**src/rtl/core/pixel_dim_and_contrast_assert.svh**
```systemverilog
// Assertion macros shared by the pixel dimming and contrast block.
`ifndef PIXEL_DIM_AND_CONTRAST_ASSERT_SVH
`define PIXEL_DIM_AND_CONTRAST_ASSERT_SVH

`ifndef NO_ASSERTIONS
`define PDC_ASSERT(name, clk, rst_n, prop) \
	name: assert property (@(posedge clk) disable iff (!rst_n) prop) \
		else $error("pdc check failed: name");
`define PDC_ASSERT_ALWAYS(name, clk, prop) \
	name: assert property (@(posedge clk) prop) \
		else $error("pdc check failed: name");
`else
`define PDC_ASSERT(name, clk, rst_n, prop)
`define PDC_ASSERT_ALWAYS(name, clk, prop)
`endif

`endif

```
**src/rtl/core/pdc_pkg.sv**
```systemverilog
`timescale 1ns / 1ps

package pdc_pkg;

	localparam int unsigned CHAN_W = 8;
	localparam int unsigned FULL_SCALE = 255;
	localparam int unsigned GAIN_ZERO = 128;
	localparam int unsigned MID_GREY = 127;
	localparam int unsigned DIM_DIVISOR = 3;

	// floor(s / 3) == (s * THIRD_MUL) >> THIRD_SHIFT for every s below 512.
	localparam int unsigned THIRD_SHIFT = 9;
	localparam int unsigned THIRD_MUL = (1 << THIRD_SHIFT) / DIM_DIVISOR + 1;

	// Smallest non-negative sum whose quotient by full scale exceeds full scale.
	localparam int unsigned SAT_LIMIT = FULL_SCALE * (FULL_SCALE + 1);

	typedef struct packed {
		logic s1;
		logic s2;
		logic s3;
	} pipe_en_t;

endpackage

```
**src/rtl/core/pdc_ctrl.sv**
```systemverilog
`timescale 1ns / 1ps
`include "pixel_dim_and_contrast_assert.svh"

module pdc_ctrl import pdc_pkg::*; (
	input  logic     clk,
	input  logic     arst_n,
	input  logic     in_valid,
	output logic     in_stall,
	output logic     out_valid,
	input  logic     out_stall,
	output pipe_en_t en
);

	logic valid_s1;
	logic valid_s2;
	logic valid_s3;

	always_comb begin
		en.s3 = !valid_s3 || !out_stall;
		en.s2 = !valid_s2 || en.s3;
		en.s1 = !valid_s1 || en.s2;
	end

	assign in_stall  = !en.s1;
	assign out_valid = valid_s3;

	always_ff @(posedge clk or negedge arst_n) begin
		if (!arst_n) begin
			valid_s1 <= 1'b0;
			valid_s2 <= 1'b0;
			valid_s3 <= 1'b0;
		end else begin
			if (en.s1) begin
				valid_s1 <= in_valid;
			end
			if (en.s2) begin
				valid_s2 <= valid_s1;
			end
			if (en.s3) begin
				valid_s3 <= valid_s2;
			end
		end
	end

	// An accepted beat always lands in the first stage.
	`PDC_ASSERT(a_accept_lands, clk, arst_n, in_valid && !in_stall |=> valid_s1)
	// A held stage keeps its beat rather than dropping it.
	`PDC_ASSERT(a_s1_holds, clk, arst_n, valid_s1 && !en.s2 |=> valid_s1)
	`PDC_ASSERT(a_s2_holds, clk, arst_n, valid_s2 && !en.s3 |=> valid_s2)
	// The last stage never moves while a waiting beat is stalled.
	`PDC_ASSERT_ALWAYS(a_s3_no_overwrite, clk, !(en.s3 && valid_s3 && out_stall))

endmodule

```
**src/rtl/core/pdc_lane.sv**
```systemverilog
`timescale 1ns / 1ps

module pdc_lane import pdc_pkg::*; (
	input  logic              clk,
	input  pipe_en_t          en,
	input  logic [CHAN_W-1:0] chan_in,
	input  logic [CHAN_W-1:0] strength,
	output logic [CHAN_W-1:0] chan_out
);

	localparam int unsigned NUM_W = 2 * CHAN_W + 2;

	logic [15:0]             third_prod;
	logic [6:0]              third;
	logic [CHAN_W:0]         dimmed;
	logic [CHAN_W-1:0]       c1_s1;
	logic signed [CHAN_W-1:0] k_s1;

	logic signed [CHAN_W:0]   dev;
	logic signed [2*CHAN_W:0] gain_term;
	logic [2*CHAN_W-1:0]      scaled;
	logic signed [NUM_W-1:0]  num_s2;

	logic [2*CHAN_W-1:0] x16;
	logic [CHAN_W-1:0]   est;
	logic [2*CHAN_W-1:0] est_back;
	logic [2*CHAN_W-1:0] rem;
	logic [CHAN_W-1:0]   quot;
	logic [CHAN_W-1:0]   q_s3;

	// Stage 1: dim by a third of the strength, clamp at black.
	always_comb begin
		third_prod = 16'(strength) * 16'(THIRD_MUL);
		third      = third_prod[15:THIRD_SHIFT];
		dimmed     = {1'b0, chan_in} - {2'b00, third};
	end

	always_ff @(posedge clk) begin
		if (en.s1) begin
			c1_s1 <= dimmed[CHAN_W] ? '0 : dimmed[CHAN_W-1:0];
			k_s1  <= $signed(strength - CHAN_W'(GAIN_ZERO));
		end
	end

	// Stage 2: contrast sum 255*c1 + k*(c1 - 127).
	always_comb begin
		dev       = $signed({1'b0, c1_s1}) - $signed((CHAN_W + 1)'(MID_GREY));
		gain_term = (2 * CHAN_W + 1)'(k_s1 * dev);
		scaled    = {c1_s1, {CHAN_W{1'b0}}} - {{CHAN_W{1'b0}}, c1_s1};
	end

	always_ff @(posedge clk) begin
		if (en.s2) begin
			num_s2 <= $signed({2'b00, scaled}) + $signed({gain_term[2*CHAN_W], gain_term});
		end
	end

	// Stage 3: floor division by full scale with one correction, then saturation.
	always_comb begin
		x16      = num_s2[2*CHAN_W-1:0];
		est      = x16[2*CHAN_W-1:CHAN_W];
		est_back = {est, {CHAN_W{1'b0}}} - {{CHAN_W{1'b0}}, est};
		rem      = x16 - est_back;
		quot     = (rem >= (2*CHAN_W)'(FULL_SCALE)) ? est + 1'b1 : est;
	end

	always_ff @(posedge clk) begin
		if (en.s3) begin
			if (num_s2[NUM_W-1]) begin
				q_s3 <= '0;
			end else if (num_s2 >= $signed(NUM_W'(SAT_LIMIT))) begin
				q_s3 <= CHAN_W'(FULL_SCALE);
			end else begin
				q_s3 <= quot;
			end
		end
	end

	assign chan_out = q_s3;

endmodule

```
**src/rtl/core/pixel_dim_and_contrast.sv**
```systemverilog
`timescale 1ns / 1ps

// Dims each channel of a BGR pixel by a third of the row strength and then applies a
// contrast stretch about mid-grey with gain (strength - 128) / 255, saturating to 0..255.
// The block takes one pixel per clock while in_stall is low, and passes each accepted input beat
// through three registered pipeline stages; each stage stalls on its own, so a stalled output
// holds only the stages behind it that are full and bubbles are absorbed.
module pixel_dim_and_contrast import pdc_pkg::*; (
	input  logic              clk,
	input  logic              arst_n,
	input  logic              in_valid,
	output logic              in_stall,
	input  logic [CHAN_W-1:0] blue_in,
	input  logic [CHAN_W-1:0] green_in,
	input  logic [CHAN_W-1:0] red_in,
	input  logic [CHAN_W-1:0] row_strength,
	output logic              out_valid,
	input  logic              out_stall,
	output logic [CHAN_W-1:0] blue_out,
	output logic [CHAN_W-1:0] green_out,
	output logic [CHAN_W-1:0] red_out
);

	pipe_en_t en;

	pdc_ctrl u_ctrl (
		.clk       (clk),
		.arst_n    (arst_n),
		.in_valid  (in_valid),
		.in_stall  (in_stall),
		.out_valid (out_valid),
		.out_stall (out_stall),
		.en        (en)
	);

	pdc_lane u_blue (
		.clk      (clk),
		.en       (en),
		.chan_in  (blue_in),
		.strength (row_strength),
		.chan_out (blue_out)
	);

	pdc_lane u_green (
		.clk      (clk),
		.en       (en),
		.chan_in  (green_in),
		.strength (row_strength),
		.chan_out (green_out)
	);

	pdc_lane u_red (
		.clk      (clk),
		.en       (en),
		.chan_in  (red_in),
		.strength (row_strength),
		.chan_out (red_out)
	);

endmodule

```
**config.mk**
```make
export PLATFORM = sky130hd
export DESIGN_NAME = pixel_dim_and_contrast
export DESIGN_NICKNAME = d
export VERILOG_FILES = /design/src/rtl/core/pdc_pkg.sv /design/src/rtl/core/pdc_ctrl.sv /design/src/rtl/core/pdc_lane.sv /design/src/rtl/core/pixel_dim_and_contrast.sv
export VERILOG_INCLUDE_DIRS = /design/src /design/src/rtl/core
export SDC_FILE = /design/constraint.sdc
export NUM_CORES = 1
export LEC_CHECK = 0
export ABC_AREA = 1
export BUFFER_PORTS_ARGS = -buffer_cell sky130_fd_sc_hd__buf_4
export CAP_MARGIN = 20
export CORE_MARGIN = 2
export CORE_UTILIZATION = 45
export CTS_CLUSTER_SIZE = 28
export DETAILED_ROUTE_END_ITERATION = 10
export HOLD_SLACK_MARGIN = 0.02
export SETUP_SLACK_MARGIN = 0.02
export SYNTH_ARGS = -nofsm -noshare
export SYNTH_HDL_FRONTEND = slang
export SYNTH_SLANG_ARGS = --single-unit
```
**constraint.sdc**
```tcl
create_clock -name clk -period 7.2 [get_ports clk]
set_clock_uncertainty 0.1 [all_clocks]
set_input_delay 1.44 -clock clk [delete_from_list [all_inputs] [get_ports clk]]
set_output_delay 1.44 -clock clk [all_outputs]
set_load 0.005 [all_outputs]
```
# == Yosys cells after proc, flatten, opt, wreduce, memory -nomap -nowiden ==
# Index checks and enable logic that the tools add are counted.
# word_totals
regBits,113
input_bits,36
word_cells,59
# op_classes
add_sub_neg,22
n_mul,4
order_cmp,6
n_mux,6
n_reduce_logical,8
# op_table
operator,count
16-bit by 8-bit subtractor with 16-bit output,6
17-bit by 17-bit adder with 18-bit output,3
18-bit by 17-bit >= comparator with 1-bit output (second input constant),3
8-bit by 9-bit multiplier with 17-bit output,3
16-bit by 8-bit >= comparator with 1-bit output (second input constant),3
8-bit 2-to-1 mux,6
16-bit subtractor,3
8-bit by 7-bit subtractor with 9-bit output,3
8-bit by 7-bit subtractor with 9-bit output (second input constant),3
8-bit by 1-bit adder with 8-bit output (second input constant),3
8-bit by 8-bit multiplier with 16-bit output (second input constant),1
8-bit subtractor (second input constant),1
1-bit logical NOT,5
1-bit logical OR,3

# == Depth between registers and ports, before layout ==
# logic_depth
word_depth,5
mapped_depth,31
depth_no_buf,31

# == Cells and area by module ==
# Synthesis repeated with hierarchy kept, for this count alone.
# unflattened
cells_unflattened,2708
area_unflattened_um2,22582.9
# modules_own_cells
module,n_inst,cells_per_inst,area_per_inst_um2
pdc_lane (u_green),1,904,7524.7
pdc_lane (u_blue),1,896,7482.2
pdc_lane (u_red),1,895,7453.4
pdc_ctrl,1,13,122.6

# == Least setup slack after synthesis ==
# OpenSTA, ideal clock, no wires.
# synth_timing
kind,input -> register
from,in row_strength[1]
to,reg u_red.c1_s1[3] (data pin)
setup_ns,0.249
arrival_time_ns,5.574
t_required_ns,6.851
setup_slack_ns,1.277
path_stages,23
path_cell_list,ha_1 -> fa_1 -> fa_1 -> inv_1 -> fa_1 -> inv_1 -> ha_1 -> a21oi_1 -> nand2_1 -> xor2_1 -> ha_1 -> inv_1 -> fa_1 -> nand3_1 -> nand3_1 -> nand2_1 -> nand2_1 -> a21oi_1 -> o21ai_0 -> inv_1 -> nor2_1 -> nand2_1 -> inv_1
# synth_via
elab_chain_cells,2
# synth_lines
element,line,text
"start, declared",pixel_dim_and_contrast.sv:16,"input logic [CHAN_W-1:0] row_strength,"
8-bit by 8-bit multiplier with 16-bit output,pdc_lane.sv:33,third_prod = 16'(strength) * 16'(THIRD_MUL);
8-bit by 7-bit subtractor with 9-bit output,pdc_lane.sv:35,"dimmed = {1'b0, chan_in} - {2'b00, third};"
"end signal, assigned",pdc_lane.sv:40,c1_s1 <= dimmed[CHAN_W] ? '0 : dimmed[CHAN_W-1:0];
"end, declared",pdc_lane.sv:16,logic [CHAN_W-1:0] c1_s1;
# No other way between the ends.
# A chain may end at the register's enable or synchronous reset.

# == Final worst setup path ==
# layout_timing
from,reg u_red.c1_s1[0]
to,reg u_red.num_s2[14] (data pin)
# layout_via
elab_chain_cells,3
# layout_lines
element,line,text
8-bit by 7-bit subtractor with 9-bit output,pdc_lane.sv:47,"dev = $signed({1'b0, c1_s1}) - $signed((CHAN_W + 1)'(MID_GREY));"
8-bit by 9-bit multiplier with 17-bit output,pdc_lane.sv:48,gain_term = (2 * CHAN_W + 1)'(k_s1 * dev);
17-bit by 17-bit adder with 18-bit output (*),pdc_lane.sv:54,"num_s2 <= $signed({2'b00, scaled}) + $signed({gain_term[2*CHAN_W], gain_term});"
"end signal, assigned",pdc_lane.sv:54,
"end, declared",pdc_lane.sv:22,logic signed [NUM_W-1:0] num_s2;
# Every way passes the cells marked *; elsewhere a longest branch is shown, timed or not.

==> flow_summary.ini <==
[worst_setup_path]
cp_slowest_cell = edfxtp_1
r2r_cells = 27
path_max_fanout = 11
r2r-start = u_red.c1_s1[0]
worstReg2RegEnd = u_red.num_s2[14]
rrSetupSlack_ps = 940
end_kind = register
crit_type = register to register
slowest_delay_ps = 600
required_ps = 7280
cp-start-kind = register
arrival_ps = 6340

[job]
cap_violations = 0

[route]
drc = 0
ant_nets = 0
first_pass_iters = 6
via_per_inst = 4.89
drt_iter0_markers = 1017
vias = 14400
wl_per_cell_um = 14.1
drt-total-wl_um = 41600

[cts]
clock_sinks = 113
cts_repair_resize_count = 0
cts_buffers = 17
clk_latency_ps = 440
clk_pin_slew_worst_paths_ps = 60
htree_levels = 4
cts_hold_buf = 0
cts_root_buf = clkbuf_16
post_cts_buffers = 0
cts_tree = done
clk_path_buf_depth = 2

[sta]
finalCriticalPeriod_ps = 6260
slew_violations = 0
fin_hold_ws_ps = 348
tightest_slew_ps = 868
fmax_mhz = 160
finalCritPeriodShare_pct = 86.9
finalHoldViolCount = 0
tns_ps = 0
rsz0062_at_grt = no
relSlewSlack_pct = 42.1
final-setup-viol-count = 0

[grt]
grt_max_degree = 57
grt_antenna_before_repair = 0
grtUsageTotal_pct = 20.1
grt_pass1_wl_um = 71100
grt_pass1_vias = 14600
overflow = 0

[placement]
place_area_um2 = 20400
place_hpwl_um = 35100
io_buffer_count = 61
placed_cells = 2916
gp_congestion = 0.935

[floorplanning]
die_h_um = 211
core_area_um2 = 42100
initial_core_util_pct = 45.9
io_pins = 62
rows = 75
die_w_um = 211
dieArea_um2 = 44600

[logic_synthesis]
synth_cells = 2331
syn_area_per_cell_um2 = 8.29
syn_area_um2 = 19300
yosysSeqAreaShare_pct = 17.5
yosys_warnings = 0
synth_seq_cells = 113
yosysUniqueCellTypes = 47

[final_layout]
final_cell_mix = 590 x inv_1, 415 x nand2_1, 261 x fa_1, 240 x ha_1, 213 x nor2_1
layoutNonFillerInstCount = 2948
synthToLayoutAreaGrowth_pct = 8.59
diodes = 0
final_common_cell = inv_1
drive_above_1_share_pct = 6.68
nNetsFinal = 2933
design_area_um2 = 21000

[run_status]
status = finished clean

[min_path]
whs_endpoint = u_ctrl.out_valid
min_from = u_ctrl.valid_s2
holdPathStages = 2
min_path_type = register to register
## logic make-up (layout without fill, tap and decap cells)
| logic type | count (synthesis) | count (layout) | share of synthesized area [%] |
|---|---|---|---|
| buffers and inverters | 635 | 711 | 12.4 |
| xor gates and xnor gates | 105 | 105 | 4.76 |
| other | 1 | 3 | 0.0194 |
| and+or+nand+nor | 812 | 812 | 17.9 |
| AOI/OAI and AO/OA | 164 | 164 | 4.85 |
| DFF | 113 | 113 | 17.5 |
| adders and majority gates | 501 | 501 | 42.6 |
## through the flow
| stage | utilization, % | setup WS [ps] |
|---|---|---|
| 3_5_place_dp | 48.5 | 593 |
| 2_1_floorplan | - | 1280 |
| 3_3_place_gp | 48.5 | 752 |
| 5_1_grt | 49.8 | 407 |
| 6_report | 49.8 | 944 |
| 4_1_cts | 49.8 | 1000 |
## Yosys cell counts, drive strengths merged
cell,number,area share (%)
clkbuf,19,0.38
xor2,78,3.5
or2,13,0.42
a211oi,2,0.078
ha,240,16
nor2,226,4.8
o211ai,6,0.23
dfrtp,3,0.39
conb,1,0.019
a31oi,10,0.32
fa,261,27
nand2,425,8.5
inv,602,12
o21bai,11,0.43
and2,2,0.065
nand3,106,2.8
nor3,17,0.60
clkinv,2,0.039
a221oi,1,0.045
o21ai,48,1.2
xnor2,27,1.2
edfxtp,110,17
nand3b,4,0.16
buf,12,0.31
nand4,19,0.61
a21boi,7,0.27
o21a,2,0.078
a211o,1,0.045
a21o,3,0.12
a21oi,73,2.0
## state kept, by name (all words and copies together), names as in the netlist
register and flops:
u_blue.c1_s1 8, u_blue.chan_out 8, u_blue.num_s2 18, u_ctrl.out_valid 1, u_ctrl.valid_s1 1, u_ctrl.valid_s2 1, u_green.c1_s1 8, u_green.chan_out 8
u_green.k_s1 8, u_green.num_s2 18, u_red.c1_s1 8, u_red.chan_out 8, u_red.num_s2 18
## critical path, delay by kind of cell (launching register included)
family / cells / cell delay [ps]
buffers and inverters: 7 / 470
and+or+nand+nor: 8 / 780
DFF: 1 / 600
xor gates and xnor gates: 1 / 90
AOI/OAI and AO/OA: 4 / 840
adders and majority gates: 7 / 3130
## worst max path at each step
stage                    startpoint                to  cells after the start
detailed placement  row_strength[1]    u_red.c1_s1[3]                     23
global route         u_red.c1_s1[0]  u_red.num_s2[14]                     27
floorplan           row_strength[1]    u_red.c1_s1[3]                     23
CTS                  u_red.c1_s1[0]  u_red.num_s2[14]                     27
finish               u_red.c1_s1[0]  u_red.num_s2[14]                     27
global placement    row_strength[1]    u_red.c1_s1[3]                     23
## area by class of cell
cell class              instances  area (um2)
flip-flops and latches        113        3380
repair buffers                 75         563
inverters                     604        2270
fillers                      3966       21100
well taps                     539         674
clock inverters                13         115
multi-input cells            1585       13600
clock buffers                  19         433
## per-layer routing
layer	up-vias	GRT usage [%]	part of all wire, %
met5	-	0	0
met4	0	4.86	1.4
met3	38	2.91	4.5
li1	7229	-	-
met2	315	33.9	47
met1	6826	27.4	47
Power is not shown: default switching activity piles up to over one toggle a cycle in this logic, so the estimate is an artifact.
